## src/design/rkv_pkg.sv

```systemverilog
package rkv_pkg;

    localparam int ENTRIES    = 64;
    localparam int DATA_BITS  = 32;
    localparam int IDX_BITS   = $clog2(ENTRIES);
    localparam int CNT_BITS   = IDX_BITS + 1;
    localparam int KEY_BITS   = 64;
    localparam int COUNT_BITS = 16;
    localparam int OUT_BITS   = 32;

    localparam logic [COUNT_BITS-1:0] COUNT_MAX = '1;

    typedef enum logic [1:0] {
        MODE_ADD    = 2'd0,
        MODE_READ   = 2'd1,
        MODE_COUNT  = 2'd2,
        MODE_REMOVE = 2'd3
    } mode_t;

    typedef enum logic [1:0] {
        ST_OK       = 2'd0,
        ST_NOT_FOUND = 2'd1,
        ST_FULL     = 2'd2,
        ST_DUP      = 2'd3
    } status_t;

    typedef enum logic [1:0] {
        POL_REJECT    = 2'd0,
        POL_OVERWRITE = 2'd1,
        POL_INCREMENT = 2'd2
    } policy_t;

    localparam logic [1:0] REG_POLICY = 2'd0;
    localparam logic [1:0] REG_TEXT   = 2'd1;
    localparam logic [1:0] REG_BYTES  = 2'd2;

    typedef enum logic [1:0] {
        S_IDLE,
        S_SCAN,
        S_DONE
    } state_t;

    // Token that travels down the cell row alongside the request.
    typedef struct packed {
        logic                 hit;
        logic                 free;
        logic [IDX_BITS-1:0]  hit_idx;
        logic [IDX_BITS-1:0]  free_idx;
        logic [DATA_BITS-1:0] hit_data;
        logic [COUNT_BITS-1:0] hit_count;
    } scan_t;

    // Write-back command broadcast from the controller to every cell.
    typedef struct packed {
        logic                  en;
        logic [IDX_BITS-1:0]   idx;
        logic                  set_valid;
        logic                  clr_valid;
        logic                  wr_key;
        logic                  wr_data;
        logic                  wr_count;
        logic [KEY_BITS-1:0]   key;
        logic [DATA_BITS-1:0]  data;
        logic [COUNT_BITS-1:0] count;
    } wb_t;

    function automatic logic keys_match(input logic [KEY_BITS-1:0] a,
                                        input logic [KEY_BITS-1:0] b,
                                        input logic text,
                                        input logic [3:0] nbytes);
        logic done;
        logic ok;
        logic [3:0] n;
        done = 1'b0;
        ok   = 1'b1;
        n    = (nbytes > 4'd8) ? 4'd8 : nbytes;
        for (int i = 0; i < 8; i++) begin
            if (!done && (4'(i) < n)) begin
                if (a[8*i +: 8] != b[8*i +: 8]) begin
                    ok   = 1'b0;
                    done = 1'b1;
                end else if (text && a[8*i +: 8] == 8'd0) begin
                    done = 1'b1;
                end
            end
        end
        return ok;
    endfunction

endpackage

```

## src/design/rkv_ctrl.sv

```systemverilog
module rkv_ctrl (
    input  logic                 aclk,
    input  logic                 aresetn,
    input  logic                 s_valid,
    output logic                 s_ready,
    input  logic [1:0]           s_mode,
    input  logic [63:0]          s_key,
    input  logic [31:0]          s_data_in,
    output logic                 m_valid,
    input  logic                 m_ready,
    output logic [1:0]           m_status,
    output logic [31:0]          m_data_out,
    output logic [15:0]          m_count_out,
    input  logic [1:0]           duplicate_policy,
    output logic [63:0]          key,
    output logic                 scan_en,
    output logic                 scan_clr,
    input  rkv_pkg::scan_t       scan_res,
    output rkv_pkg::wb_t         wb
);
    import rkv_pkg::*;

    state_t                state_reg, state_next;
    logic [CNT_BITS-1:0]   step_reg, step_next;
    logic [1:0]            mode_reg;
    logic [KEY_BITS-1:0]   key_reg;
    logic [DATA_BITS-1:0]  data_reg;
    logic [1:0]            status_reg, status_next;
    logic [31:0]           dout_reg, dout_next;
    logic [15:0]           cout_reg, cout_next;
    logic                  finish;

    // Token has left the last cell once the step counter reaches ENTRIES
    assign finish = (state_reg == S_SCAN) && (step_reg == CNT_BITS'(ENTRIES));

    always_comb begin
        state_next = state_reg;
        step_next  = step_reg;
        case (state_reg)
            S_IDLE: begin
                step_next = '0;
                if (s_valid) state_next = S_SCAN;
            end
            S_SCAN: begin
                step_next = step_reg + 1'b1;
                if (finish) state_next = S_DONE;
            end
            S_DONE: begin
                if (m_ready) state_next = S_IDLE;
            end
            default: state_next = S_IDLE;
        endcase
    end

    always_ff @(posedge aclk) begin
        if (!aresetn) begin
            state_reg <= S_IDLE;
            step_reg  <= '0;
        end else begin
            state_reg <= state_next;
            step_reg  <= step_next;
        end
    end

    // Capture the request
    always_ff @(posedge aclk) begin
        if (s_valid && s_ready) begin
            mode_reg <= s_mode;
            key_reg  <= s_key;
            data_reg <= DATA_BITS'(s_data_in);
        end
    end

    assign s_ready  = (state_reg == S_IDLE);
    assign m_valid  = (state_reg == S_DONE);
    assign key      = key_reg;
    assign scan_en  = (state_reg == S_SCAN);
    assign scan_clr = (state_reg == S_IDLE);

    // Decide the result and the write-back from the finished token
    always_comb begin
        status_next = ST_OK;
        dout_next   = '0;
        cout_next   = '0;
        wb          = '0;
        wb.key      = key_reg;
        wb.data     = data_reg;
        wb.idx      = scan_res.hit_idx;
        case (mode_reg)
            MODE_ADD: begin
                if (!scan_res.hit) begin
                    if (!scan_res.free) begin
                        status_next = ST_FULL;
                    end else begin
                        wb.en        = 1'b1;
                        wb.idx       = scan_res.free_idx;
                        wb.set_valid = 1'b1;
                        wb.wr_key    = 1'b1;
                        wb.wr_data   = 1'b1;
                        wb.wr_count  = 1'b1;
                        wb.count     = COUNT_BITS'(1);
                    end
                end else if (duplicate_policy == POL_OVERWRITE) begin
                    wb.en      = 1'b1;
                    wb.wr_data = 1'b1;
                end else if (duplicate_policy == POL_INCREMENT) begin
                    wb.en       = 1'b1;
                    wb.wr_count = 1'b1;
                    wb.count    = (scan_res.hit_count == COUNT_MAX) ?
                                  COUNT_MAX : scan_res.hit_count + 1'b1;
                end else begin
                    status_next = ST_DUP;
                end
            end
            MODE_READ: begin
                if (!scan_res.hit) status_next = ST_NOT_FOUND;
                else dout_next = 32'(scan_res.hit_data);
            end
            MODE_COUNT: begin
                if (!scan_res.hit) status_next = ST_NOT_FOUND;
                else cout_next = scan_res.hit_count;
            end
            MODE_REMOVE: begin
                if (!scan_res.hit) begin
                    status_next = ST_NOT_FOUND;
                end else begin
                    wb.en       = 1'b1;
                    wb.wr_count = 1'b1;
                    if (scan_res.hit_count <= COUNT_BITS'(1)) begin
                        wb.count     = '0;
                        wb.clr_valid = 1'b1;
                    end else begin
                        wb.count = scan_res.hit_count - 1'b1;
                    end
                end
            end
            default: status_next = ST_OK;
        endcase
        if (!finish) wb.en = 1'b0;
    end

    // Hold the result until taken
    always_ff @(posedge aclk) begin
        if (finish) begin
            status_reg <= status_next;
            dout_reg   <= dout_next;
            cout_reg   <= cout_next;
        end
    end

    assign m_status    = status_reg;
    assign m_data_out  = dout_reg;
    assign m_count_out = cout_reg;

endmodule

```

## config.mk

```make
export PLATFORM = sky130hd
export DESIGN_NAME = rkv_ctrl
export DESIGN_NICKNAME = d
export VERILOG_FILES = /design/src/design/rkv_pkg.sv /design/src/design/rkv_ctrl.sv
export SDC_FILE = /design/constraint.sdc
export NUM_CORES = 1
export LEC_CHECK = 0
export BUFFER_PORTS_ARGS = -buffer_cell sky130_fd_sc_hd__buf_2
export CORE_AREA = 2 2 159 161
export DETAILED_ROUTE_END_ITERATION = 6
export DIE_AREA = 0 0 161 163
export HOLD_SLACK_MARGIN = 0.05
export PLACE_DENSITY_LB_ADDON = 0.15
export SETUP_SLACK_MARGIN = 0.02
export SYNTH_ARGS = -nofsm -noshare
export SYNTH_HDL_FRONTEND = slang
export SYNTH_SLANG_ARGS = --single-unit
```

## constraint.sdc

```tcl
create_clock -name aclk -period 3.85 [get_ports aclk]
set_input_delay 0.5775 -clock aclk [delete_from_list [all_inputs] [get_ports aclk]]
set_output_delay 0.5775 -clock aclk [all_outputs]
set_load 0.05 [all_outputs]
```

# Word-level counts from Yosys, hierarchy flattened
# Index checks and enable logic that the tools add are counted.
# word_totals
output_inout_bits,242
n_memories,0
register_bits,157
wordCells,71
rom_bits,0
ram_bits,0
latchBits,0
inputBits,166
# classes
shift,0
n_mul,0
n_eq_ne,12
n_addsub,3
n_mux,38
magnitude_cmp,1
reduce_logical,9
bitwise,0
div_mod_pow,0
# op_table
cell,n
$mux 16,6
$pmux 16 s2,1
$mux 2,9
$add 16x1->16 const B,1
$eq 16x16->1 const B,1
$le 16x1->1 const B,1
$sub 16x1->16 const B,1
$mux 7,2
$pmux 7 s2,1
$mux 1,13
$eq 2x2->1 const B,4
$mux 8,1
$add 7x1->7 const B,1
$eq 7x7->1 const B,1
$eq 2x1->1 const B,3
$pmux 2 s3,1
$logic_not 2->1,2
$ne 2x1->1 const B,2
$pmux 1 s2,2
$pmux 2 s2,1
$reduce_and 2->1,2
$mux 3,1
$reduce_and 3->1,1
$reduce_or 3->1,1
other kinds (3),4

# Depth between registers and ports, before layout
# depth
ltp_word,6
depth_mapped,9

# Least setup slack after synthesis
# No wires, ideal clock.
# synth_timing
path_type,flip-flop to flip-flop
start,register state_reg[1]
end,register data_reg[0] (enable)
path_buffers,1
stages_incl_launch_ff,4
t_arrival_ns,3.591
required_time_ns,3.383
period_less_slack_ns,4.058
path_slack_ns,-0.208
path_cell_list,dfxtp_1 > clkbuf_1 > nor2_1 > and2_1
# synth_via
elab_chain_len,2
# synth_lines
element,line,source
from (decl),rkv_ctrl.sv:23,"state_t state_reg, state_next;"
from (signal assigned),rkv_ctrl.sv:60,state_reg <= state_next;
$logic_not 2->1,rkv_ctrl.sv:74,assign s_ready = (state_reg == S_IDLE);
net s_ready,rkv_ctrl.sv:5,"output logic s_ready,"
$logic_and 1x1->1,rkv_ctrl.sv:67,if (s_valid && s_ready) begin
to (signal assigned),rkv_ctrl.sv:70,data_reg <= DATA_BITS'(s_data_in);
to (decl),rkv_ctrl.sv:27,logic [DATA_BITS-1:0] data_reg;
# The timed path passes the listed nets, and every way through them passes these cells.
# A chain may end at the register's enable or synchronous reset.

==> flow_summary.yaml <==
status:
  status: "finished clean"
yosys:
  ys.flop_type: "edfxtp_1"
  yosys_register_bits: 157
  synthCells: 535
  syn_area_mm2: 0.00705
  syn_nets: 713
  yosysWarnings: 0
  synth-xor-area-share: 0.0174
  synth-simple-area-share: 0.146
  synth_top_family_by_area: "simple AND/OR/NAND/NOR gates"
  synth_compound_area_frac: 0.0575
  synth-async-reset-ratio: 0
  synthAdderAreaFrac: 0.0213
  synth_enable_flop_cells: 148
  syn_avg_cell_area_um2: 13.2
  ys_seq_area_frac: 0.656
  yosysUniqueCellTypes: 58
  synthMuxAreaShare: 0.00284
sta:
  max_freq_mhz: 291
  rsz0062_at_grt: "false"
  finalCritPeriodShare: 0.892
  clock_skew_ps: 10.3
  period_needed_ps: 3430
  setup_tns_ps: 0
  slew_headroom: 0.358
  setup_viol: 0
  tightest_slew_ps: 964
  hold_viol_final: 0
  slew_viol_final: 0
worst_setup_path:
  path_max_fanout: 13
  path_class: "register to primary output"
  cp.required_ps: 3270
  cp-start-kind: "register"
  worstSetupEndpointType: "primary output"
  crit_arrival_ps: 2850
floorplan:
  dieArea_mm2: 0.0262
  die_w_um: 161
  core_mm2: 0.0247
  die_h_um: 163
  fp-row-count: 58
  start_util: 0.286
  pin_count: 408
clocking:
  tritoncts: "built"
  cts-resized-gates: 0
  clk_pin_slew_ps: 70
  clock_sinks: 157
  cts_buffer_depth: 2
  cts_buffers: 17
  clock_latency_ps: 420
  cts_root_buf: "clkbuf_16"
  post_cts_buffers: 0
  hold_buffers: 0
  ctsHtreeMaxLevel: 4
run:
  maxCapViolCount: 0
routing:
  vias: 5461
  drc: 0
  firstDrtPassIters: 4
  avgViaCountPerCell: 4.47
  wl_per_cell_um: 19.5
  drtIter0Drc: 277
  ant_nets: 0
  drt-total-wl_um: 23900
cells_and_area:
  area_growth_pct: 34.9
  nNetsFinal: 1055
  drive_above_1_share: 0.520
  finish.instance_area_mm2: 0.00952
  largest_register_ffs: 64
grt:
  grt_pass1_wl_um: 33700
  antenna_found_initial: 4
  grt_pass1_vias: 5227
  grt_start_max_net_pins: 53
  gr-total-overflow: 0
  grtUsageTotal: 0.175
placement:
  placed_area_mm2: 0.00893
  gp_congestion: 0.889
  port_buffers: 407
  dpl.hpwl_um: 18700
power_and_ir_drop:
  peakVddDrop_uv: 261
  fin_total_pwr_uw: 4350
  p_leak_uw: 0.00413
  power_density_mw_per_mm2: 457
min_path:
  hp-class: "input port to register"
cells by family after synthesis:
kind of cell    after synthesis
compound gates               63
xor+xnor                     14
fa+ha+maj                    12
buf+inv                     106
flops                       157
mux                           2
simple gates                181
stage by stage:
step / worst slack [ps] / std cells / util / hold slack (ps)
after floorplan: 69.0 / 535 / - / 477
after CTS: 378 / 1220 / 0.386 / 303
after global routing: 178 / 1222 / 0.386 / 289
final: 418 / 1222 / 0.386 / 324
after global placement: 723 / 1188 / 0.362 / 505
after detailed placement: 724 / 1188 / 0.362 / 501
metal layers:
metal  part of all wire  GRT usage
met5             0.0010          0
met3              0.084     0.0677
met4              0.011     0.0422
met1               0.38      0.198
met2               0.52      0.313
final timing paths:
path | cells past startpoint | end | slack (ps) | startpoint
worst max-delay path | 7 | wb[12] | 420 | mode_reg[0]$_DFFE_PP_
worst min-delay path | 1 | mode_reg[0]$_DFFE_PP_ | 320 | s_mode[0]
worst max register to register | 6 | m_count_out[15]$_SDFFCE_PN0P_ | 1260 | step_reg[0]$_SDFFE_PN0P_
worst min register to register | 2 | step_reg[6]$_SDFFE_PN0P_ | 530 | step_reg[6]$_SDFFE_PN0P_
power by group:
group          internal (uW)  total, uW  switching [uW]  leakage [uW]
Clock                    917       1670             749      0.000279
Combinational            172        730             558       0.00248
Sequential              1930       1960            23.7       0.00138
Total                   3020       4350            1330       0.00413
cells in the final DEF, fill, tap and decap left out, types with 3 or more instances in the layout:
master,n
a21oi_1,14
a31oi_1,6
and2_1,3
and3_1,53
buf_2,407
buf_4,6
clkbuf_16,17
clkinv_4,4
dfxtp_1,9
edfxtp_1,148
ha_1,12
inv_1,15
inv_6,4
nand2_1,36
nand2b_1,3
nand3_1,16
nand4_1,6
nor2_1,25
nor2b_1,8
nor3_1,5
nor3_4,3
nor4_1,4
o211ai_1,3
o21ai_0,16
o21ai_1,3
or4_4,3
xnor2_1,9
xor2_1,5
final cells by class:
type	count	area, um2
multi-input cells	272	1730
clock buffers	18	429
diodes	2	5.00
fillers	2519	15200
well taps	330	413
repair buffers	414	2100
flip-flops and latches	157	4620
clock inverters	14	154
inverters	15	56.3
cell usage after synthesis (6+ instances only):
library cell,instances,area (um2)
ha_1,12,150
nor2b_1,8,50.1
dfxtp_1,9,180
nand4_1,6,37.5
a21oi_1,14,70.1
nand3_1,16,80.1
o21ai_0,16,80.1
nor2_1,25,93.8
buf_4,67,503
clkbuf_1,15,56.3
xnor2_1,9,78.8
inv_1,15,56.3
nand2_1,36,135
and3_1,53,332
edfxtp_1,148,4440
a31oi_1,6,37.5
critical path: stages, from the launching register on:
cell	delay (ps)
edfxtp_1	390
inv_1	90
ha_1	470
nor2_1	210
a21boi_2	520
nand4_1	160
a31oi_1	270
buf_2	310
Note: power is estimated with default switching activity, not from simulation.
