### src/design/rkv_pkg.sv
package rkv_pkg;

    localparam int ENTRIES    = 64;
    localparam int DATA_BITS  = 32;
    localparam int IDX_BITS   = $clog2(ENTRIES);
    localparam int CNT_BITS   = IDX_BITS + 1;
    localparam int KEY_BITS   = 64;
    localparam int COUNT_BITS = 16;
    localparam int OUT_BITS   = 32;

    localparam logic [COUNT_BITS-1:0] COUNT_MAX = '1;

    typedef enum logic [1:0] {
        MODE_ADD    = 2'd0,
        MODE_READ   = 2'd1,
        MODE_COUNT  = 2'd2,
        MODE_REMOVE = 2'd3
    } mode_t;

    typedef enum logic [1:0] {
        ST_OK       = 2'd0,
        ST_NOT_FOUND = 2'd1,
        ST_FULL     = 2'd2,
        ST_DUP      = 2'd3
    } status_t;

    typedef enum logic [1:0] {
        POL_REJECT    = 2'd0,
        POL_OVERWRITE = 2'd1,
        POL_INCREMENT = 2'd2
    } policy_t;

    localparam logic [1:0] REG_POLICY = 2'd0;
    localparam logic [1:0] REG_TEXT   = 2'd1;
    localparam logic [1:0] REG_BYTES  = 2'd2;

    typedef enum logic [1:0] {
        S_IDLE,
        S_SCAN,
        S_DONE
    } state_t;

    // Token that travels down the cell row alongside the request.
    typedef struct packed {
        logic                 hit;
        logic                 free;
        logic [IDX_BITS-1:0]  hit_idx;
        logic [IDX_BITS-1:0]  free_idx;
        logic [DATA_BITS-1:0] hit_data;
        logic [COUNT_BITS-1:0] hit_count;
    } scan_t;

    // Write-back command broadcast from the controller to every cell.
    typedef struct packed {
        logic                  en;
        logic [IDX_BITS-1:0]   idx;
        logic                  set_valid;
        logic                  clr_valid;
        logic                  wr_key;
        logic                  wr_data;
        logic                  wr_count;
        logic [KEY_BITS-1:0]   key;
        logic [DATA_BITS-1:0]  data;
        logic [COUNT_BITS-1:0] count;
    } wb_t;

    function automatic logic keys_match(input logic [KEY_BITS-1:0] a,
                                        input logic [KEY_BITS-1:0] b,
                                        input logic text,
                                        input logic [3:0] nbytes);
        logic done;
        logic ok;
        logic [3:0] n;
        done = 1'b0;
        ok   = 1'b1;
        n    = (nbytes > 4'd8) ? 4'd8 : nbytes;
        for (int i = 0; i < 8; i++) begin
            if (!done && (4'(i) < n)) begin
                if (a[8*i +: 8] != b[8*i +: 8]) begin
                    ok   = 1'b0;
                    done = 1'b1;
                end else if (text && a[8*i +: 8] == 8'd0) begin
                    done = 1'b1;
                end
            end
        end
        return ok;
    endfunction

endpackage

### src/design/rkv_cell.sv
module rkv_cell (
    input  logic                   aclk,
    input  logic                   aresetn,
    input  logic [rkv_pkg::IDX_BITS-1:0] cell_idx,
    input  logic                   scan_en,
    input  logic                   scan_clr,
    input  logic [63:0]            key,
    input  logic                   key_is_text,
    input  logic [3:0]             key_bytes,
    input  rkv_pkg::scan_t         scan_in,
    output rkv_pkg::scan_t         scan_out,
    input  rkv_pkg::wb_t           wb
);
    import rkv_pkg::*;

    logic                  valid_reg;
    logic [KEY_BITS-1:0]   key_reg;
    logic [DATA_BITS-1:0]  data_reg;
    logic [COUNT_BITS-1:0] count_reg;
    scan_t                 scan_reg;
    scan_t                 scan_next;
    logic                  match;
    logic                  wb_here;

    assign wb_here = wb.en && (wb.idx == cell_idx);

    // Hold entry state; take the write-back aimed at this cell
    always_ff @(posedge aclk) begin
        if (!aresetn) begin
            valid_reg <= 1'b0;
        end else if (wb_here) begin
            if (wb.set_valid) valid_reg <= 1'b1;
            if (wb.clr_valid) valid_reg <= 1'b0;
        end
    end

    always_ff @(posedge aclk) begin
        if (wb_here) begin
            if (wb.wr_key)   key_reg   <= wb.key;
            if (wb.wr_data)  data_reg  <= wb.data;
            if (wb.wr_count) count_reg <= wb.count;
        end
    end

    // Merge this entry into the passing token: first match and first free win
    always_comb begin
        match     = valid_reg && keys_match(key_reg, key, key_is_text, key_bytes);
        scan_next = scan_in;
        if (!scan_in.hit && match) begin
            scan_next.hit       = 1'b1;
            scan_next.hit_idx   = cell_idx;
            scan_next.hit_data  = data_reg;
            scan_next.hit_count = count_reg;
        end
        if (!scan_in.free && !valid_reg) begin
            scan_next.free     = 1'b1;
            scan_next.free_idx = cell_idx;
        end
    end

    // Advance the token one cell per cycle
    always_ff @(posedge aclk) begin
        if (!aresetn || scan_clr) begin
            scan_reg.hit  <= 1'b0;
            scan_reg.free <= 1'b0;
        end else if (scan_en) begin
            scan_reg <= scan_next;
        end
    end

    assign scan_out = scan_reg;

endmodule

### config.mk
export PLATFORM = sky130hd
export DESIGN_NAME = rkv_cell
export DESIGN_NICKNAME = d
export VERILOG_FILES = /design/src/design/rkv_pkg.sv /design/src/design/rkv_cell.sv
export SDC_FILE = /design/constraint.sdc
export NUM_CORES = 1
export LEC_CHECK = 0
export ABC_AREA = 1
export BUFFER_PORTS_ARGS = -buffer_cell sky130_fd_sc_hd__buf_2
export CAP_MARGIN = 20
export CELL_PAD_IN_SITES_DETAIL_PLACEMENT = 0
export CELL_PAD_IN_SITES_GLOBAL_PLACEMENT = 1
export CORE_ASPECT_RATIO = 1.5
export CORE_MARGIN = 8
export CORE_UTILIZATION = 37
export DETAILED_ROUTE_END_ITERATION = 10
export GPL_ROUTABILITY_DRIVEN = 0
export PLACE_DENSITY_LB_ADDON = 0.1
export RECOVER_POWER = 100
export SLEW_MARGIN = 20
export SYNTH_ARGS = -nofsm -noshare
export SYNTH_HDL_FRONTEND = slang
export SYNTH_SLANG_ARGS = --single-unit
export TNS_END_PERCENT = 1
### constraint.sdc
create_clock -name aclk -period 8.3 [get_ports aclk]
set_input_delay 1.66 -clock aclk [delete_from_list [all_inputs] [get_ports aclk]]
set_output_delay 1.66 -clock aclk [all_outputs]
set_load 0.1 [all_outputs]
* Yosys cells after proc, flatten, opt, wreduce, memory -nomap -nowiden
Cells that the tools add are included.
** Operators by class
- Equality and inequality tests :: 9
- Order comparisons :: 9
- Bitwise gates (word level) :: 1
- Reduce and logical (&&, ||, !) cells :: 43
- Multiplexer cells :: 45
** Operators with widths (number)
- inequality test 8 bit :: 8
- zero test 8 bit :: 7
- 2-to-1 mux 48 bit :: 1
- 2-to-1 mux 1 bit :: 41
- logical AND 1 bit :: 18
- less-than comparator 3 x 4 -> 1 bit (first input constant) :: 4
- 2-to-1 mux 6 bit :: 2
- zero test 1 bit :: 11
- AND reduction 2 bit :: 5
- less-than comparator 1 x 4 -> 1 bit (first input constant) :: 2
- less-than comparator 2 x 4 -> 1 bit (first input constant) :: 2
- == test 6 bit :: 1
- > comparator 4 bit (second input constant) :: 1
- 2-to-1 mux 4 bit :: 1
- nonzero test 2 bit :: 1
- logical OR 1 bit :: 1
- NOT 1 bit :: 1
** Storage, ports and cells
- Output and inout port bits :: 62
- Logic and storage cells :: 117
- Register bits :: 175
- Input port bits :: 265

* Logic depth before layout (Yosys ltp)
- Depth after elaboration :: 29
- Gate-level depth with buffers :: 19
- Mapped depth without buffers :: 18

* Worst setup path before layout
OpenSTA, ideal clock, no wires.
- Path type :: input port to flip-flop
- From :: input scan_clr
- To :: register scan_reg, in the netlist scan_out[0] (enable)
- Slack :: 1896 ps
- Setup time :: 552 ps
- Cell stages on the path :: 1
- Buffers on the path :: 0
- Arrival time :: 5851 ps
- Path through :: nor3_1
** Between the ends
- Cells in the longest elaborated chain, start to end :: 3
** Ends and longest elaborated chain
- start, declared :: RTL line rkv_cell.sv:6 : input logic scan_clr,
- logical OR 1 bit :: RTL line rkv_cell.sv:63 : if (!aresetn || scan_clr) begin
- NOT 1 bit (no line)
- AND reduction 2 bit (no line)
- end signal, assigned :: RTL line rkv_cell.sv:67 : scan_reg <= scan_next;
- end, declared :: RTL line rkv_cell.sv:20 : scan_t scan_reg;
Every way passes these cells.
A chain may end at the register's enable or synchronous reset.

* Worst setup path in the final report
- From :: input cell_idx[1] (netlist bit)
- To :: register key_reg[15] (enable)
** Between the ends
- Cells in the longest elaborated chain, start to end :: 3
** Ends and longest elaborated chain
- start, declared :: RTL line rkv_cell.sv:4 : input logic [rkv_pkg::IDX_BITS-1:0] cell_idx,
- == test 6 bit :: RTL line rkv_cell.sv:25 : assign wb_here = wb.en && (wb.idx == cell_idx);
- logical AND 1 bit :: RTL line rkv_cell.sv:25
- AND reduction 2 bit (no line)
- end signal, assigned :: RTL line rkv_cell.sv:39 : if (wb.wr_key) key_reg <= wb.key;
- end, declared :: RTL line rkv_cell.sv:17 : logic [KEY_BITS-1:0] key_reg;
Every way passes these cells.

==> impl_metrics.csv <==
group,metric,value,unit
status,status,"finished with violations",
status,failing_checks,"max-capacitance violations, max-slew violations",
worst_setup_path,max_stage_delay,2400,ps
routing,drt_iter0_markers,229,
clock_network,cts.root.buffer_cell,"sky130_fd_sc_hd__clkbuf_16",
clock_network,ctsHtreeMaxLevel,4,
power_and_ir_drop,power.share.sequential,0.502,
die,floorplan.initialDensity,0.376,
sta,max_freq,185,MHz
logic_synthesis,yosys_most_used_dff,"sky130_fd_sc_hd__edfxtp_1",
worst_setup_path,critical_path_cell_count,7,
die,die_w,133,um
global_routing,global_route.usage.total,0.164,
worst_setup_path,timing.critical_path.max_delay_family,"buffers and inverters",
placed_design,dp_hpwl,16600,um
worst_setup_path,required_time_of_the_worst_setup_path,8260,ps
sta,finalWorstSetupSlack,2890,ps
worst_setup_path,crit_path_cell_trace,"clkbuf_1 > inv_1 > a22o_1 > a2111oi_0 > nand2_1 > nor2_4 > clkbuf_1",
sta,layout_min_cycle_time,5410,ps
worst_setup_path,worstSetupStartpointType,"primary input",
power_and_ir_drop,power.static_leakage,4.06,nW
sta,slew_margin_rel,-1.28,
worst_setup_path,worst-path-max-fanout,64,
min_path,timing.hold.worst.class,"reg -> reg",
logic_synthesis,syn_area,7650,sq um
sta,tightest_slew,3420,ps
clock_network,cts.hold.buffers_added,0,
run,cap_violations,5,
global_routing,sum_of_overflow_across_all_layers_after_global_routing,0,
power_and_ir_drop,switching_power,0.473,mW
global_routing,grt_antenna_before_repair,8,
sta,timing.final.setup_violations,0,
global_routing,grt_first_pass_wirelength,31500,um
sta,final.setup_skew,7.37,ps
clock_network,clkSinkCount,175,
power_and_ir_drop,power.share.clock,0.403,
clock_network,clk-insertion-delay-late,430,ps
global_routing,largest_net_degree_at_the_start_of_global_routing,65,
finish,final-instance-count-excl-fill,1223,
worst_setup_path,cp.buffers_inverters,3,
power_and_ir_drop,power_density_normalized_to_cell_area,200,nW/um^2
power_and_ir_drop,power.share.combinational,0.095,
routing,drtPass1Iterations,4,
die,io_pins,327,
routing,drt-vias-per-instance,4.61,
clock_network,cts_inserted_buffers,17,
die,core_area,20300,sq um
power_and_ir_drop,peakVddDrop,0.000116,V
placed_design,io_buffer_count,326,
sta,grt_setup_unrepaired,"false",
worst_setup_path,worstRegToRegCells,11,
finish,largest_register_ffs,64,
logic_synthesis,ys_warn_count,0,
logic_synthesis,synth.lib_cells_used.distinct,33,
die,design.die.area,25600,sq um
logic_synthesis,post_synthesis_sequential_area_ratio,0.683,
worst_setup_path,worst_setup_path_end_kind,"register",
power_and_ir_drop,internal_power,1.50,mW
logic_synthesis,post_synth_edffs,172,
routing,wire_per_inst,17.6,um
global_routing,first_global_vias,5810,
finish,areaGrowthSynthToFinish,29.2,%
die,die_h,192,um
logic_synthesis,synth_top_cell_area_share,0.675,
clock_network,post_cts.repair.setup_buffers,0,
logic_synthesis,synthesis.nets,881,
finish,num-nets-final,1207,
sta,setup_total_negative_slack,0,ps
clock_network,cts_repair_resize_count,0,
placed_design,post-place-ws,3400,ps
routing,postRouteWirelength,21600,um
min_path,worst_hold_path.num_cells,2,
logic_synthesis,synth_area_per_cell,12.4,sq um
logic_synthesis,yosysTopAreaCell,"sky130_fd_sc_hd__edfxtp_1",
worst_setup_path,cp_data_arrival_time,5370,ps
sta,min_period_over_period,0.652,
routing,drt_drc_violations_left,0,
clock_network,cts_max_path_buffers,2,
routing,vias,5643,
logic_synthesis,asr_flop_ratio_synth,0,
logic_synthesis,synth_register_bits,175,
placed_design,post-place-cells,1186,
logic_synthesis,syn_inst,616,
clock_network,clkTransAtPathRegs,60,ps
sta,finalHoldViolCount,0,
die,fp-row-count,64,
logic_synthesis,synth.top_cells.by_area,"sky130_fd_sc_hd__edfxtp_1 68%, sky130_fd_sc_hd__nand2_1 7.8%, sky130_fd_sc_hd__nand4_1 5.5%",
sta,finalMaxSlewViolations,233,
worst_setup_path,slowest_stage,"sky130_fd_sc_hd__clkbuf_1",
worst_setup_path,path_type_of_the_worst_setup_path,"in -> reg",
finish,drive_above_1_share,0.318,
routing,antenna_violating_nets_post_route,0,
power_and_ir_drop,power.share.switching,0.240,
worst_setup_path,critical-path-top-cell-by-count,"sky130_fd_sc_hd__clkbuf_1",
clock_network,cts_tree,"yes",
==> power groups by stage <==
stage / logic [mW] / clock network (mW) / registers [mW]
CTS: 0.194 / 0.817 / 0.989
global placement: 0.191 / 0 / 1.01
global route: 0.204 / 0.853 / 0.991
finish: 0.188 / 0.795 / 0.991
floorplan: 0.0472 / 0 / 1.07
detailed placement: 0.193 / 0 / 1.01
==> worst register-to-register path: stages (launching register included) <==
cell and delay, ps:
sky130_fd_sc_hd__edfxtp_1 410, sky130_fd_sc_hd__or2_2 310, sky130_fd_sc_hd__nand4_1 90, sky130_fd_sc_hd__nor2_1 60
sky130_fd_sc_hd__nand3_1 100, sky130_fd_sc_hd__nand2_1 80, sky130_fd_sc_hd__nand4_1 90, sky130_fd_sc_hd__nand3_1 70
sky130_fd_sc_hd__inv_1 1320, sky130_fd_sc_hd__nand3_4 830, sky130_fd_sc_hd__nand2_1 280, sky130_fd_sc_hd__nand2_1 80
==> cells by family (layout without fill, tap and decap cells) <==
| family | Yosys count | in the layout | share of synthesized area |
|---|---|---|---|
| buffers and inverters | 57 | 396 | 0.0527 |
| AND/OR/NAND/NOR | 311 | 311 | 0.186 |
| AO/OA/AOI/OAI | 17 | 17 | 0.0129 |
| multiplexers | 3 | 3 | 0.00442 |
| flip-flops | 175 | 175 | 0.683 |
| XOR/XNOR | 53 | 53 | 0.0607 |
| other | 0 | 4 | 0 |
==> worst paths after layout <==
path / from / to / slack [ps]
max: cell_idx[1] / key_reg[15] / 2890
max reg2reg: key_reg[15] / scan_out[22] / 4340
min: valid_reg / valid_reg / 520
min reg2reg: valid_reg / valid_reg / 520
==> metrics by stage <==
step | utilization | hold WS [ps] | total power, mW | cell area [sq um]
CTS | 0.490 | 532 | 2.00 | 9960
floorplan | - | 464 | 1.12 | 7650
global route | 0.486 | 546 | 2.05 | 9880
detailed placement | 0.461 | 511 | 1.20 | 9380
global placement | 0.461 | 507 | 1.20 | 9380
finish | 0.486 | 524 | 1.97 | 9880
==> area by class of cell <==
class / instances / area (sq um)
flip-flops and latches: 175 / 5230
inverters: 35 / 131
multi-input cells: 384 / 2030
fillers: 2012 / 10500
clock buffers: 17 / 425
well taps: 264 / 330
diodes: 4 / 10.0
clock inverters: 15 / 159
repair buffers: 329 / 1570
==> cells in the final DEF (no fill, tap or decap), drive strengths merged <==
cell and count:
nand4 67, inv 39, a21oi 7, diode 4, clkinv 6, or3 1
o22ai 1, dfxtp 3, xnor2 35, nand3 10, mux2 3, nor3b 1
clkinvlp 3, nor2 49, nor3 9, or2 9, edfxtp 172, bufinv 2
a22o 1, a2111oi 1, buf 258, o21ai 5, o211ai 1, nor4 5
and3 1, xor2 18, clkbuf 88, nand2 159, o21bai 1
==> layer usage <==
layer,wire [um],track usage,vias to the layer above,part of all wire
met2,11500,0.300,214,0.53
met3,2140,0.0806,31,0.099
met5,73,0,-,0.0034
li1,-,-,2833,-
met4,348,0.0624,12,0.016
met1,7500,0.153,2553,0.35
==> cells in the mapped netlist, types with 2 or more instances <==
master / count
sky130_fd_sc_hd__nand4_1: 67
sky130_fd_sc_hd__dfxtp_1: 3
sky130_fd_sc_hd__nor2_2: 3
sky130_fd_sc_hd__buf_8: 5
sky130_fd_sc_hd__nand3_1: 9
sky130_fd_sc_hd__xnor2_1: 35
sky130_fd_sc_hd__nand2_1: 158
sky130_fd_sc_hd__mux2_2: 3
sky130_fd_sc_hd__nor4_1: 5
sky130_fd_sc_hd__nor3_1: 9
sky130_fd_sc_hd__or2_2: 4
sky130_fd_sc_hd__or2_1: 3
sky130_fd_sc_hd__inv_1: 32
sky130_fd_sc_hd__nor2_1: 46
sky130_fd_sc_hd__xor2_1: 18
sky130_fd_sc_hd__edfxtp_1: 172
sky130_fd_sc_hd__a21oi_1: 7
sky130_fd_sc_hd__inv_2: 3
sky130_fd_sc_hd__o21ai_0: 5
sky130_fd_sc_hd__buf_6: 15
sky130_fd_sc_hd__or2_0: 2
Power figures use the tool's default switching activity.
